[src/rtl/sqwb_pkg.sv]
`timescale 1ns / 1ps

package sqwb_pkg;

  // field widths
  localparam int unsigned IdxW    = 4;
  localparam int unsigned PeriodW = 16;
  localparam int unsigned CountW  = 16;

  localparam logic [CountW-1:0] BurstTicksReset = 16'd20000;

  // item codes
  typedef enum logic {
    OP_TICK = 1'b0,
    OP_LOAD = 1'b1
  } opcode_e;

  // burst sequencer, one-hot
  typedef enum logic [2:0] {
    ST_INIT = 3'b001,
    ST_IDLE = 3'b010,
    ST_TX   = 3'b100
  } state_e;

  // period table write request
  typedef struct packed {
    logic               en;
    logic [IdxW-1:0]    idx;
    logic [PeriodW-1:0] period;
  } tbl_wr_t;

endpackage

[src/rtl/sqwb_table.sv]
`timescale 1ns / 1ps

module sqwb_table #(
  parameter int unsigned NumFrequencies = 16
) (
  input  logic                              clk_i,
  input  sqwb_pkg::tbl_wr_t                 wr_i,
  input  logic [sqwb_pkg::IdxW-1:0]         rd_idx_i,
  output logic [sqwb_pkg::PeriodW-1:0]      threshold_o
);
  import sqwb_pkg::*;

  // a 4-bit select never reaches past sixteen entries
  localparam int unsigned TableDepth = (NumFrequencies < 16) ? NumFrequencies : 16;
  localparam int unsigned AddrW      = (TableDepth > 1) ? $clog2(TableDepth) : 1;
  localparam int unsigned Entries    = 2 ** AddrW;

  logic [PeriodW-1:0] mem_q [Entries];
  logic               wr_in_range;
  logic               rd_in_range;
  logic [PeriodW-1:0] period_rd;

  assign wr_in_range = {3'b000, wr_i.idx} < 7'(NumFrequencies);
  assign rd_in_range = {3'b000, rd_idx_i} < 7'(NumFrequencies);

  // table write, out-of-range indexes dropped
  always_ff @(posedge clk_i) begin
    if (wr_i.en && wr_in_range) begin
      mem_q[wr_i.idx[AddrW-1:0]] <= wr_i.period;
    end
  end

  // read for the latched select, absent entries read as zero
  always_comb begin
    period_rd = '0;
    if (rd_in_range) begin
      period_rd = mem_q[rd_idx_i[AddrW-1:0]];
    end
  end

  // half-period threshold, saturates at zero
  assign threshold_o = (period_rd < 16'd2) ? '0 : ((period_rd >> 1) - 16'd1);

endmodule

[src/rtl/square_wave_burst_generator.sv]
`timescale 1ns / 1ps
// channel  | handshake                  | word
// ---------+----------------------------+----------------------------------------------
// input    | in_valid_i / in_ready_o    | opcode, table index/period, start, cont, freq
// output   | out_valid_o / out_ready_i  | pin_level, running, active_frequency
// config   | cfg_we_i (no wait)         | cfg_wdata_i = burst_ticks
//
// one word per clock unless the output stalls: the state update for a word is one
// compare-and-count step ahead of the result register, valid the cycle after accept.
// rst_ni clears the sequencer, counters and burst_ticks (20000); table contents are
// undefined until loaded. a stalled output blocks new input only while the
// result register is full and not being taken.

module square_wave_burst_generator #(
  parameter int unsigned NUM_FREQUENCIES = 16
) (
  input  logic                              clk_i,
  input  logic                              rst_ni,
  // configuration
  input  logic                              cfg_we_i,
  input  logic [sqwb_pkg::CountW-1:0]       cfg_wdata_i,
  // input words
  input  logic                              in_valid_i,
  output logic                              in_ready_o,
  input  logic                              opcode_i,
  input  logic [sqwb_pkg::IdxW-1:0]         table_index_i,
  input  logic [sqwb_pkg::PeriodW-1:0]      table_period_i,
  input  logic                              start_request_i,
  input  logic                              continuous_i,
  input  logic [sqwb_pkg::IdxW-1:0]         next_frequency_i,
  // result words
  output logic                              out_valid_o,
  input  logic                              out_ready_i,
  output logic                              pin_level_o,
  output logic                              running_o,
  output logic [sqwb_pkg::IdxW-1:0]         active_frequency_o
);
  import sqwb_pkg::*;

  logic               accept;
  tbl_wr_t            tbl_wr;
  logic [PeriodW-1:0] threshold;

  state_e             state_q, state_d;
  logic               running_q, running_d;
  logic [IdxW-1:0]    freq_q, freq_d;
  logic [CountW-1:0]  half_cnt_q, half_cnt_d;
  logic [CountW-1:0]  burst_cnt_q, burst_cnt_d;
  logic               level_q, level_d;
  logic [CountW-1:0]  burst_ticks_q;
  logic               out_valid_q;
  logic               pin_q, run_out_q;
  logic [IdxW-1:0]    freq_out_q;
  logic               burst_done;

  assign in_ready_o = !out_valid_q || out_ready_i;
  assign accept     = in_valid_i && in_ready_o;

  // period table
  assign tbl_wr.en     = accept && (opcode_e'(opcode_i) == OP_LOAD);
  assign tbl_wr.idx    = table_index_i;
  assign tbl_wr.period = table_period_i;

  sqwb_table #(
    .NumFrequencies(NUM_FREQUENCIES)
  ) u_table (
    .clk_i      (clk_i),
    .wr_i       (tbl_wr),
    .rd_idx_i   (freq_q),
    .threshold_o(threshold)
  );

  assign burst_done = burst_cnt_q >= burst_ticks_q;

  // tick step
  always_comb begin
    state_d     = state_q;
    running_d   = running_q;
    freq_d      = freq_q;
    half_cnt_d  = half_cnt_q;
    burst_cnt_d = burst_cnt_q;
    level_d     = level_q;
    if (opcode_e'(opcode_i) == OP_TICK) begin
      if (start_request_i) begin
        running_d = 1'b1;
      end
      case (state_q)
        ST_INIT: begin
          state_d = ST_IDLE;
        end
        ST_IDLE: begin
          if (running_d) begin
            state_d     = ST_TX;
            freq_d      = next_frequency_i;
            half_cnt_d  = '0;
            burst_cnt_d = '0;
            level_d     = 1'b0;
          end
        end
        ST_TX: begin
          if (burst_done && !continuous_i) begin
            state_d     = ST_IDLE;
            running_d   = 1'b0;
            burst_cnt_d = '0;
            half_cnt_d  = '0;
            level_d     = 1'b0;
          end else if (burst_done) begin
            freq_d      = next_frequency_i;
            half_cnt_d  = '0;
            burst_cnt_d = '0;
            level_d     = 1'b0;
          end else if (half_cnt_q >= threshold) begin
            level_d     = !level_q;
            burst_cnt_d = burst_cnt_q + 16'd1;
            half_cnt_d  = '0;
          end else begin
            burst_cnt_d = burst_cnt_q + 16'd1;
            half_cnt_d  = half_cnt_q + 16'd1;
          end
        end
        default: begin
        end
      endcase
    end
  end

  // sequencer state and config register
  always_ff @(posedge clk_i or negedge rst_ni) begin
    if (!rst_ni) begin
      state_q       <= ST_INIT;
      running_q     <= 1'b0;
      freq_q        <= '0;
      half_cnt_q    <= '0;
      burst_cnt_q   <= '0;
      level_q       <= 1'b0;
      burst_ticks_q <= BurstTicksReset;
    end else begin
      if (accept) begin
        state_q     <= state_d;
        running_q   <= running_d;
        freq_q      <= freq_d;
        half_cnt_q  <= half_cnt_d;
        burst_cnt_q <= burst_cnt_d;
        level_q     <= level_d;
      end
      if (cfg_we_i) begin
        burst_ticks_q <= cfg_wdata_i;
      end
    end
  end

  // result register valid
  always_ff @(posedge clk_i or negedge rst_ni) begin
    if (!rst_ni) begin
      out_valid_q <= 1'b0;
    end else if (accept) begin
      out_valid_q <= 1'b1;
    end else if (out_ready_i) begin
      out_valid_q <= 1'b0;
    end
  end

  // result register payload
  always_ff @(posedge clk_i) begin
    if (accept) begin
      pin_q      <= level_d;
      run_out_q  <= running_d;
      freq_out_q <= freq_d;
    end
  end

  assign out_valid_o        = out_valid_q;
  assign pin_level_o        = pin_q;
  assign running_o          = run_out_q;
  assign active_frequency_o = freq_out_q;

endmodule

[config.mk]
export PLATFORM = sky130hd
export DESIGN_NAME = square_wave_burst_generator
export DESIGN_NICKNAME = d
export VERILOG_FILES = /design/src/rtl/sqwb_pkg.sv /design/src/rtl/sqwb_table.sv /design/src/rtl/square_wave_burst_generator.sv
export SDC_FILE = /design/constraint.sdc
export NUM_CORES = 1
export LEC_CHECK = 0
export ABC_AREA = 1
export BUFFER_PORTS_ARGS = -buffer_cell sky130_fd_sc_hd__buf_4
export CELL_PAD_IN_SITES_DETAIL_PLACEMENT = 0
export CELL_PAD_IN_SITES_GLOBAL_PLACEMENT = 1
export CORE_MARGIN = 5
export CORE_UTILIZATION = 25
export DETAILED_ROUTE_END_ITERATION = 16
export HOLD_SLACK_MARGIN = 0.05
export PLACE_DENSITY = 0.56
export SYNTH_ARGS = -nofsm -noshare
export SYNTH_HDL_FRONTEND = slang
export SYNTH_SLANG_ARGS = --single-unit
[constraint.sdc]
create_clock -name clk_i -period 3.94 [get_ports clk_i]
set_input_delay 0.788 -clock clk_i [delete_from_list [all_inputs] [get_ports clk_i]]
set_output_delay 0.788 -clock clk_i [all_outputs]
set_load 0.02 [all_outputs]
Yosys cells after proc, flatten, opt, wreduce, memory -nomap -nowiden. Memory sizes are Yosys's and may differ from the RTL's. Index checks and enable logic that the tools add are counted.

Add/sub/neg operators: 3. Magnitude comparators: 3. Equality and inequality tests: 5. Multiplexer cells: 32. Bitwise logic cells: 1. Reductions and logical operators: 12.

Operators by type and width (count): $mux 16 (7); $pmux 16 s2 (2); $add 16x1->16 const B (2); $ge 16x16->1 (2); $lt 16x2->1 const B (1); $mux 4 (4); $sub 15x1->16 const B (1); $mux 1 (14); $pmux 3 s3 (1); $pmux 4 s2 (1); $mux 3 (2); $reduce_and 5->1 (1); $ne 2x2->1 const B (2); $reduce_and 4->1 (1); $reduce_bool 2->1 (2); $eq 3x1->1 const B (1); $eq 3x2->1 const B (1); $eq 3x3->1 const B (1); $logic_and 1x1->1 (3); $logic_not 1->1 (3); $reduce_bool 3->1 (1); $pmux 1 s2 (1); $logic_or 1x1->1 (1); $not 1->1 (1).

Bits in registers: 64. Bits in writable memories: 256. Logic and storage cells: 68. Memories kept: 1.

Memory list: u_table.mem_q (words 16, width 16, read ports 1, clocked after memory_dff 0, write ports 1, RTL line sqwb_table.sv:18) `logic [PeriodW-1:0] mem_q [Entries];`.

Longest topological paths before layout. Gate-level depths: netlist (run 1). An unclocked memory read counts as a cell.

Depth in word-level cells: 9. Gate-level depth with buffers: 29. Gate-level depth less buffers: 25.

Modules after synthesis. From an unflattened synthesis (run 1), not the netlist that was laid out.

Cell total of the unflattened synthesis: 1511. Area, all modules: 14492.6 um2.

By module, submodules not included: sqwb_table (times used 1, cells each 1017, area each 10611.4 um2); square_wave_burst_generator (times used 1, cells each 494, area each 3881.2 um2).

Worst setup path after synthesis (run 1). Ideal clock, no wire load.

Path type: register to register. Start: register freq_q[0]. End: register half_cnt_q[8]. Library setup time: 0.134 ns. Arrival time: 3.285 ns. Data required time: 3.806 ns. Path slack: 0.521 ns. Stages on the path, launching flop included: 26. Path buffers: 4. Period minus slack after synthesis: 3.419 ns. Cells stage by stage: dfrtp_1 -> buf_4 -> buf_6 -> buf_2 -> o21ai_0 -> o211ai_1 -> nand3_1 -> nand2_1 -> inv_2 -> ha_1 -> inv_1 -> nor2_1 -> nand2_1 -> nor2_1 -> nand2_1 -> nand2_1 -> nand3_2 -> ha_1 -> nand4_1 -> nor2_1 -> nand3_1 -> nand3_1 -> inv_1 -> a21oi_1 -> clkbuf_1 -> nor3_1.

Cells in the longest elaborated chain, start to end: 8. Elaborated cells on any way between the ends: 9. Classes of those cells: add/sub: 1; order compare: 2; mux: 5; memory: 1.

RTL lines: start: declaration (RTL line square_wave_burst_generator.sv:46) `logic [IdxW-1:0] freq_q, freq_d;`; start signal: assignment (RTL line square_wave_burst_generator.sv:141) `freq_q <= freq_d;`; $mem_v2 16x16 (*); $sub 15x1->16 / $lt 16x2->1 (equally long branches) (RTL line sqwb_table.sv:42) `assign threshold_o = (period_rd < 16'd2) ? '0 : ((period_rd >> 1) - 16'd1);`; $mux 16 (*) (RTL line sqwb_table.sv:42); $ge 16x16->1 (*) (RTL line square_wave_burst_generator.sv:112) `end else if (half_cnt_q >= threshold) begin`; $mux 16 (*) (RTL line square_wave_burst_generator.sv:112); $mux 16 (*) (RTL line square_wave_burst_generator.sv:107) `end else if (burst_done) begin`; $mux 16 (*) (RTL line square_wave_burst_generator.sv:101) `if (burst_done && !continuous_i) begin`; $pmux 16 s2 (*) (RTL line square_wave_burst_generator.sv:87) `case (state_q)`; end signal: assignment (RTL line square_wave_burst_generator.sv:142) `half_cnt_q <= half_cnt_d;`; end: declaration (RTL line square_wave_burst_generator.sv:47) `logic [CountW-1:0] half_cnt_q, half_cnt_d;`.

Every way passes the cells marked *; elsewhere a longest branch is shown, timed or not. A chain may end at the register's enable or synchronous reset.

Final worst setup path (run 1). Ends and elaborated chain as after synthesis.

==> results by stage, run 1 <==
Layout:
- The net total in the final layout is 1509.
- Once layout is complete, the utilization of the core stands at 30.72%.
- The number of antenna diodes in the final layout is 0.
- After filler insertion, the fill cell instance count of the layout stands at 5728.
- The area growth from synthesis to layout is 21.64%.
- The leading cell type in the layout, fill and taps excluded is sky130_fd_sc_hd__edfxtp_1.
- The layout cell share with drive strength beyond 1 is 17.13%.
- The top cell types in the final layout, fill and taps aside, are sky130_fd_sc_hd__edfxtp_1 (246), sky130_fd_sc_hd__nor2_1 (230), sky130_fd_sc_hd__nand2_1 (151).

Routing:
- For this block, the routed nets add up to 38430 um of wire.
- The number of optimization iterations in the first detailed-route pass is 6.
- The number of DRC markers in iteration 0 is 600.
- Once detail routing completed, the nets flagged for antenna violations numbered 0.
- The via count of the routed design is 9668.
- The average wire length per cell after detail routing is 17.45 um.
- The remaining design rule violation count is 0.
- Using the TritonRoute via totals, the vias-per-cell ratio works out to 4.391.

Die:
- In this run the horizontal extent of the chip is 245.9 um.
- For this configuration, the core starts out at a cell density of 25.25%.
- The floorplan die height is 245.9 um.
- The I/O pin total is 56.
- After floorplanning, the core was divided into 86 placement rows.
- The floorplan step defined a core boundary enclosing 0.05509 mm2.
- The die covers 0.06047 mm2.

Synthesis:
- The average instance in the mapped netlist occupies 10.48 um2.
- The sequential share of the synthesized area is 63.58%.
- Synthesis produced a netlist whose cell count is 1327.
- The predominant post-synthesis flop cell is sky130_fd_sc_hd__edfxtp_1.
- The count of flip-flops with a built-in enable after synthesis is 246.
- For this run, the number of Yosys warnings is 0.
- Summing every instance area after synthesis gives 0.01391 mm2.
- The distinct cell type count of the synthesized netlist is 38.
- The number of nets handed over by synthesis was 1409.
- The synthesis-stage register bit count is 304.
- Counting flops with an async set or reset pin after synthesis yields a share of 19.08%.

Power and ir drop:
- Summing internal, switching and leakage power gives 11.42 mW.
- The maximum resistive drop on vdd is 0.3445 mV.
- The standby leakage power is 6.414 nW.
- For this design the ratio of total power to cell area is 674.9 mW/mm2.

Place:
- The final RePlAce weighted congestion is 0.7538.
- The number of buffers added on ports is 54.
- Detailed placement finished with a half-perimeter wire length of 23250 um.
- The post-place setup slack is 0.1022 ns.

Worst setup path:
- At the worst endpoint, the arrival time is 4.06 ns.
- The critical path's top delay family is simple AND/OR/NAND/NOR gates.
- The number of cells on the worst reg-to-reg path is 25.
- The critical path buffer and inverter count is 5.
- The category of the critical setup timing path is flip-flop to flip-flop.
- The worst setup path is launched from a flip-flop.
- The cell type with the highest occurrence count on the critical path is sky130_fd_sc_hd__nand2_1.
- The kind of end point of the critical path is a flip-flop.
- The cell type of the slowest stage on the worst timing path is sky130_fd_sc_hd__dfrtp_4.
- The peak fanout along the critical path is 23.
- The delay of the slowest critical-path stage is 0.53 ns.
- The instance count on the critical path is 25.
- At the worst endpoint, the required time is 4.34 ns.

Clock tree:
- The count of clock tree sinks is 304.
- CTS placed an instance of sky130_fd_sc_hd__clkbuf_16 at the clock tree root.
- The depth of the CTS H-tree is 2.
- Clock latency on the worst-skew pair, taken at its later pin, is 0.54 ns.
- For this design, the CTS-stage hold fixing added 0 buffers.
- The longest clock path from root to sink contains 3 buffers.
- TritonCTS built the clock tree.
- TritonCTS created 35 clock buffers.
- After clock tree synthesis, the clock-pin slew on the worst setup and hold paths is 0.06 ns.

Global route:
- Entering global routing, the biggest net connects 59 pins.
- In the global route stage, overall resource usage came out at 12.21%.
- The number of global-route vias before repair is 9527.
- The first-pass GRT wire length is 57130 um.
- The residual overflow from global routing is 0.
- The initial antenna violation count is 0.

STA:
- The final setup TNS is 0 ns.
- Measured against its own limit, the worst slew margin works out to 48.50%.
- Setup slack closes at 0.2799 ns.
- Clock skew on the completed layout was measured at 0.03423 ns.
- Across all hold checks on the routed design, the worst slack comes to 0.3422 ns.
- Setup violations remaining at the end of the flow were counted as 0.
- The maximum operating frequency is 0.2732 GHz.
- The post-layout minimum cycle time is 3.660 ns.
- The share of the clock period used by the worst path is 92.90%.
- The number of hold-slack violations in the final timing report is 0.
- The worst-margin pin slew is 0.7725 ns.
- The count of final max-slew check failures is 0.

Run status:
- The run finished with clean final reports.

Run:
- Max-cap violations in this run came to 0.

Min path:
- The worst hold-check path type is input pin to async pin.
## layout make-up
cell class | instances | area (um2) | area share [%]
Tap cell | 748 | 935.9 | 5.530
Clock inverter | 23 | 190.2 | 1.124
Inverter | 99 | 379.1 | 2.240
Sequential cell | 304 | 8851 | 52.30
Multi-Input combinational cell | 865 | 4511 | 26.65
Timing Repair Buffer | 122 | 1147 | 6.780
Clock buffer | 41 | 908.4 | 5.368
## stage by stage
| step | instances | cell area (um2) |
|---|---|---|
| after global routing | 2202 | 16920 |
| after floorplan | 1327 | 13910 |
| after detailed placement | 2132 | 15560 |
| after CTS | 2196 | 16660 |
| final | 2202 | 16920 |
| after global placement | 2132 | 15560 |
## worst paths after layout
check / start / to / slack [ns]
worst max-delay path: freq_q[0] / half_cnt_q[8] / 0.28
worst min-delay path: rst_ni / half_cnt_q[15] / 0.34
worst max register to register: freq_q[0] / half_cnt_q[8] / 0.28
worst min register to register: state_q[0] / state_q[0] / 0.45
max in group asynchronous: rst_ni / freq_q[0] / 3.04
min in group clk_i: state_q[0] / state_q[0] / 0.45
## sequential cells by signal, summed over array words and instances, names as in the netlist
name and cells:
active_frequency_o 4, burst_cnt_q 16, burst_ticks_q 16, freq_q 4, half_cnt_q 16, level_q 1, out_valid_o 1, pin_level_o 1
running_o 1, running_q 1, state_q 3, u_table.mem_q 240
## logic make-up (layout without fill, tap and decap cells)
logic type / count (synthesis) / count (layout) / share of synthesized area, %
DFF: 304 / 304 / 63.58
muxes: 1 / 1 / 0.08094
buffers and inverters: 158 / 285 / 4.937
and+or+nand+nor: 579 / 579 / 18.05
xor gates and xnor gates: 19 / 19 / 1.196
AOI/OAI and AO/OA: 232 / 232 / 9.093
adders and majority gates: 34 / 34 / 3.058
## metal layers
metal	up-vias	wire (um)	global-route usage [%]
met5	-	0	0
met4	0	881	3.151
met3	61	1942	2.761
met2	181	17650	20.02
met1	4620	17950	16.42
li1	4806	-	-
## power by group
group          total (mW)  internal [mW]  switching, mW
Clock                3.13           1.80           1.33
Sequential           3.70           3.60          0.101
Combinational        4.58           1.63           2.95
Total                11.4           7.04           4.38
## cells in the mapped netlist (23+ instances only)
library cell / instances / area share (%)
sky130_fd_sc_hd__nand2_1: 159 / 4.3
sky130_fd_sc_hd__a21oi_1: 35 / 1.3
sky130_fd_sc_hd__o211ai_1: 36 / 1.9
sky130_fd_sc_hd__clkbuf_1: 23 / 0.62
sky130_fd_sc_hd__buf_2: 27 / 0.97
sky130_fd_sc_hd__inv_1: 93 / 2.5
sky130_fd_sc_hd__ha_1: 34 / 3.1
sky130_fd_sc_hd__edfxtp_1: 246 / 53
sky130_fd_sc_hd__o21ai_1: 38 / 1.4
sky130_fd_sc_hd__dfrtp_1: 52 / 9.4
sky130_fd_sc_hd__o21ai_0: 115 / 4.1
sky130_fd_sc_hd__nand3_1: 102 / 3.7
sky130_fd_sc_hd__nor2_1: 254 / 6.9
## repair_timing
action                     CTS  global route
setup endpoints to repair    0            18
gates resized for setup      0            44
buffers inserted             0             1
hold endpoints to repair     0             0
(Power assumes the default switching activity.)
==> run 2: changes to the inputs <==
ABC_AREA = not set   (was 1)
PLACE_DENSITY = 0.54   (was 0.56)
==> run 2 against run 1 <==
The run now ends with negative setup slack left; global-route usage down 0.59 points; final cell count fell by 22%; via count shrank 19%; synthesized area fell by 5.3%; hold slack worse by 0.0084 ns; critical path depth down 6; count of clock-buffer cells in the layout up 3; setup slack worse by 0.89 ns; synthesized cell count is 37% lower; combinational power down 6.3%; largest power group unchanged.
==> results by stage, run 2 <==
Run status:
- The run finished, with violations left.
- The checks that failed: negative setup slack.

Min path:
- The worst hold-check path type is input pin to async pin.

STA:
- Setup violations remaining at the end of the flow were counted as 18.
- The worst-margin pin slew is 0.8440 ns.
- For this run, the top clock speed supported by timing is 0.2198 GHz.
- In this run the tightest slew margin relative to its limit is 43.73%.
- The number of hold-slack violations in the final timing report was 0.
- In the finished design, the share of the clock period the worst path needs comes to 115.5%.
- The post-route worst setup slack is -0.6103 ns.
- The worst clock skew on the final layout is 0.01562 ns.
- The count of final max-slew check failures was 0.
- The routed design could run at a clock period as short as 4.550 ns.
- Setup repair after global routing could not meet its margin everywhere.

Routing:
- The number of DRC markers in iteration 0 is 516.
- The via count of the routed design is 7797.
- The number of vias per cell is 4.517.
- In the final routed layout, each cell accounts on average for 19.41 um.
- For this block, the routed nets add up to 33500 um of wire.
- Once detail routing completed, the nets flagged for antenna violations numbered 0.
- After detailed routing, the number of remaining DRC violations is 0.
- For this run, the detailed router's first-pass iteration total came to 5.

Layout:
- At the end of the flow, the number of nets in the layout was 1097.
- Measured on the finished design, the core utilization comes to 32.20%.
- Once layout is done, the placed cells without fillers occupy 0.01685 mm2.
- The top cell types in the final layout, fill and taps aside, are sky130_fd_sc_hd__edfxtp_1 (246), sky130_fd_sc_hd__buf_4 (151), sky130_fd_sc_hd__nand2_1 (57).
- The number of cells in the finished layout apart from fillers is 1726.
- The leading cell type in the layout, fill and taps excluded is sky130_fd_sc_hd__edfxtp_1.
- The flip-flop count of the largest register, all copies and words added is 240.
- The layout-stage area growth over the synthesis result is 27.90%.
- The number of antenna diodes in the final layout is 0.
- The layout cell share with drive strength beyond 1 is 34.30%.

Die:
- The floorplan die height is 239.6 um.
- The die covers 0.05740 mm2.
- The I/O pin total is 56.
- For this configuration, the core starts out at a cell density of 25.17%.
- The floorplan step defined a core boundary enclosing 0.05234 mm2.
- The floorplan has 84 rows.
- In this run the horizontal extent of the chip is 239.6 um.

Worst setup path:
- The category of the critical setup timing path is flip-flop to flip-flop.
- The peak fanout along the critical path is 6.
- The worst setup path is launched from a flip-flop.
- The worst register-to-register path has a depth of 19.
- The kind of end point of the critical path is a flip-flop.
- Data on the critical path is required at its endpoint by 4.40 ns.
- The data arrival time of the critical path is 5.01 ns.

Synthesis:
- The Yosys step of the flow raised 0 warnings.
- Yosys attributes the largest share of cell area to sky130_fd_sc_hd__edfxtp_1 (56%), sky130_fd_sc_hd__dfrtp_1 (9.9%), sky130_fd_sc_hd__mux4_2 (7.7%).
- For this run, asynchronously set or reset flops after synthesis account for 19.08%.
- The most area-hungry cell type in the Yosys netlist is sky130_fd_sc_hd__edfxtp_1.
- The number of nets in the synthesized netlist is 913.
- Sequential elements use 67.14% of the synthesized area.
- Counting flops and latches in the post-synthesis netlist gives 304.
- Among all cell types in the netlist, the one instantiated most often is sky130_fd_sc_hd__edfxtp_1.
- The share of synthesized area in the top cell type comes to 56.06%.
- The distinct cell type count of the synthesized netlist is 58.
- In this run the mean area of a mapped cell was 15.86 um2.
- The post-synthesis instance area is 0.01318 mm2.
- The count of flip-flops with a built-in enable after synthesis is 246.
- By count the netlist is led by sky130_fd_sc_hd__edfxtp_1 (246), sky130_fd_sc_hd__nor2_1 (66), sky130_fd_sc_hd__nand2_1 (62), sky130_fd_sc_hd__dfrtp_1 (52), sky130_fd_sc_hd__mux4_2 (45).
- Synthesis produced 831 cells.
- For this run, the leading register cell type out of synthesis is sky130_fd_sc_hd__edfxtp_1.

Clock tree:
- The count of clock tree sinks is 304.
- The tree is rooted in a sky130_fd_sc_hd__clkbuf_16.
- The TritonCTS clock tree is yes.
- The depth of the CTS H-tree is 2.
- For the worst-skew pair, the clock arrives at the later sink with an insertion delay of 0.54 ns.
- Hold repair after CTS inserted 0 buffers.
- Counting the buffers created by CTS gives 35.
- The maximum buffer depth of the clock tree is 3.
- The clock transition at the registers of the reported paths is 0.06 ns.

Global route:
- The met3 usage is 2.291%.
- The first-pass GRT wire length is 50250 um.
- In the global route stage, met1 resource usage came out at 16.21%.
- After global routing, the most crowded layer is met2.
- The initial antenna violation count is 0.
- The residual overflow from global routing is 0.
- The number of global-route vias before repair is 7971.
- The largest net degree at the start of global routing is 59.
- Global routing consumed, over all layers together, 11.62% of the routing resources.
- For this run, global-route usage on met2 was measured as 18.62%.

Place:
- The placed wire-length estimate after detailed placement is 21480 um.
- The number of buffers added on ports is 54.
- The post-place setup slack is -0.9031 ns.
- The instance count after placement with tap cells included is 1646.
- After detailed placement, the total cell area comes to 0.01518 mm2.
- The final RePlAce weighted congestion is 0.7181.

Power and ir drop:
- The post-layout total power is 11.30 mW.
- Across the VDD grid, the largest voltage drop is 0.3318 mV.
- Power spread over the standard cell area amounts to 670.5 mW/mm2.
- For this design the static power due to leakage is 6.147 nW.

Run:
- Across the run, the number of max-cap violations was 0.
-- run 2: cell types whose count changed in the layout (fill, tap and decap cells not counted), moves of 34 or more --
| cell | before | now |
|---|---|---|
| sky130_fd_sc_hd__nor2_1 | 230 | 53 |
| sky130_fd_sc_hd__buf_4 | 101 | 151 |
| sky130_fd_sc_hd__nand3_1 | 101 | 24 |
| sky130_fd_sc_hd__o21ai_1 | 38 | 2 |
| sky130_fd_sc_hd__nand2_1 | 151 | 57 |
| sky130_fd_sc_hd__mux4_2 | 0 | 51 |
| sky130_fd_sc_hd__o211ai_1 | 36 | 2 |
| sky130_fd_sc_hd__inv_1 | 92 | 28 |
| sky130_fd_sc_hd__o21ai_0 | 115 | 22 |
-- run 2: critical path: stages (launching register included) --
cell and delay [ns]:
sky130_fd_sc_hd__dfrtp_4 0.51, sky130_fd_sc_hd__buf_12 0.15, sky130_fd_sc_hd__buf_12 0.14, sky130_fd_sc_hd__buf_8 0.13, sky130_fd_sc_hd__mux4_2 0.42, sky130_fd_sc_hd__mux4_2 0.48
sky130_fd_sc_hd__or3_4 0.38, sky130_fd_sc_hd__nor2_4 0.12, sky130_fd_sc_hd__nand3_4 0.07, sky130_fd_sc_hd__and2_4 0.17, sky130_fd_sc_hd__ha_4 0.25, sky130_fd_sc_hd__nand2b_4 0.10
sky130_fd_sc_hd__a21o_1 0.10, sky130_fd_sc_hd__a21o_1 0.12, sky130_fd_sc_hd__a21oi_2 0.05, sky130_fd_sc_hd__o211ai_1 0.30, sky130_fd_sc_hd__a221oi_4 0.13, sky130_fd_sc_hd__buf_4 0.17
sky130_fd_sc_hd__or4b_4 0.49, sky130_fd_sc_hd__o22ai_2 0.18
-- run 2: power breakdown --
part / total [mW] / internal (mW) / switching [mW]
clock network: 3.23 / 1.93 / 1.31
registers: 3.78 / 3.61 / 0.166
logic: 4.29 / 2.29 / 2.00
-- run 2: cell type report --
| class | count | area [um2] |
|---|---|---|
| clock buffers | 44 | 919.6 |
| clock inverters | 16 | 214.0 |
| fillers | 5195 | 35490 |
| inverters | 29 | 108.9 |
| multi-input cells | 473 | 4424 |
| flip-flops and latches | 304 | 8851 |
| well taps | 688 | 860.8 |
| repair buffers | 172 | 1474 |
-- run 2: routing by layer --
layer	part of all wire, %	up-vias
met1	46	3987
met4	1.8	0
met5	0	-
met3	4.7	38
met2	48	163
li1	-	3609
-- run 2: what timing repair did --
item	CTS	global route
endpoints found under the setup margin	18	18
setup buffers	8	11
gates resized for setup	43	38
gates cloned	2	1
pin swaps	29	24
-- run 2: through the flow --
stage	TNS (ns)	hold slack, ns
6_report	-8.679	0.3338
5_1_grt	-12.08	0.4103
4_1_cts	-7.927	0.3567
3_5_place_dp	-13.35	0.5000
3_3_place_gp	-11.25	0.4845
2_1_floorplan	-6.198	0.4697
-- run 2: logic make-up after synthesis --
| logic type | share of synthesized area, % |
|---|---|
| AO/OA/AOI/OAI | 5.527 |
| buffers and inverters | 2.099 |
| multiplexers | 12.50 |
| flip-flops | 67.14 |
| XOR/XNOR | 1.728 |
| AND/OR/NAND/NOR | 7.787 |
| adder cells (fa/ha/maj) | 3.229 |
-- run 2: worst paths after layout --
kind | startpoint | to | slack (ns)
max | freq_q[0] | level_q | -0.61
min reg2reg | state_q[0] | state_q[0] | 0.51
min | rst_ni | burst_ticks_q[13] | 0.33
max reg2reg | freq_q[0] | level_q | -0.61
min in group clk_i | in_valid_i | out_valid_o | 0.45
max in group asynchronous | rst_ni | freq_q[0] | 2.95
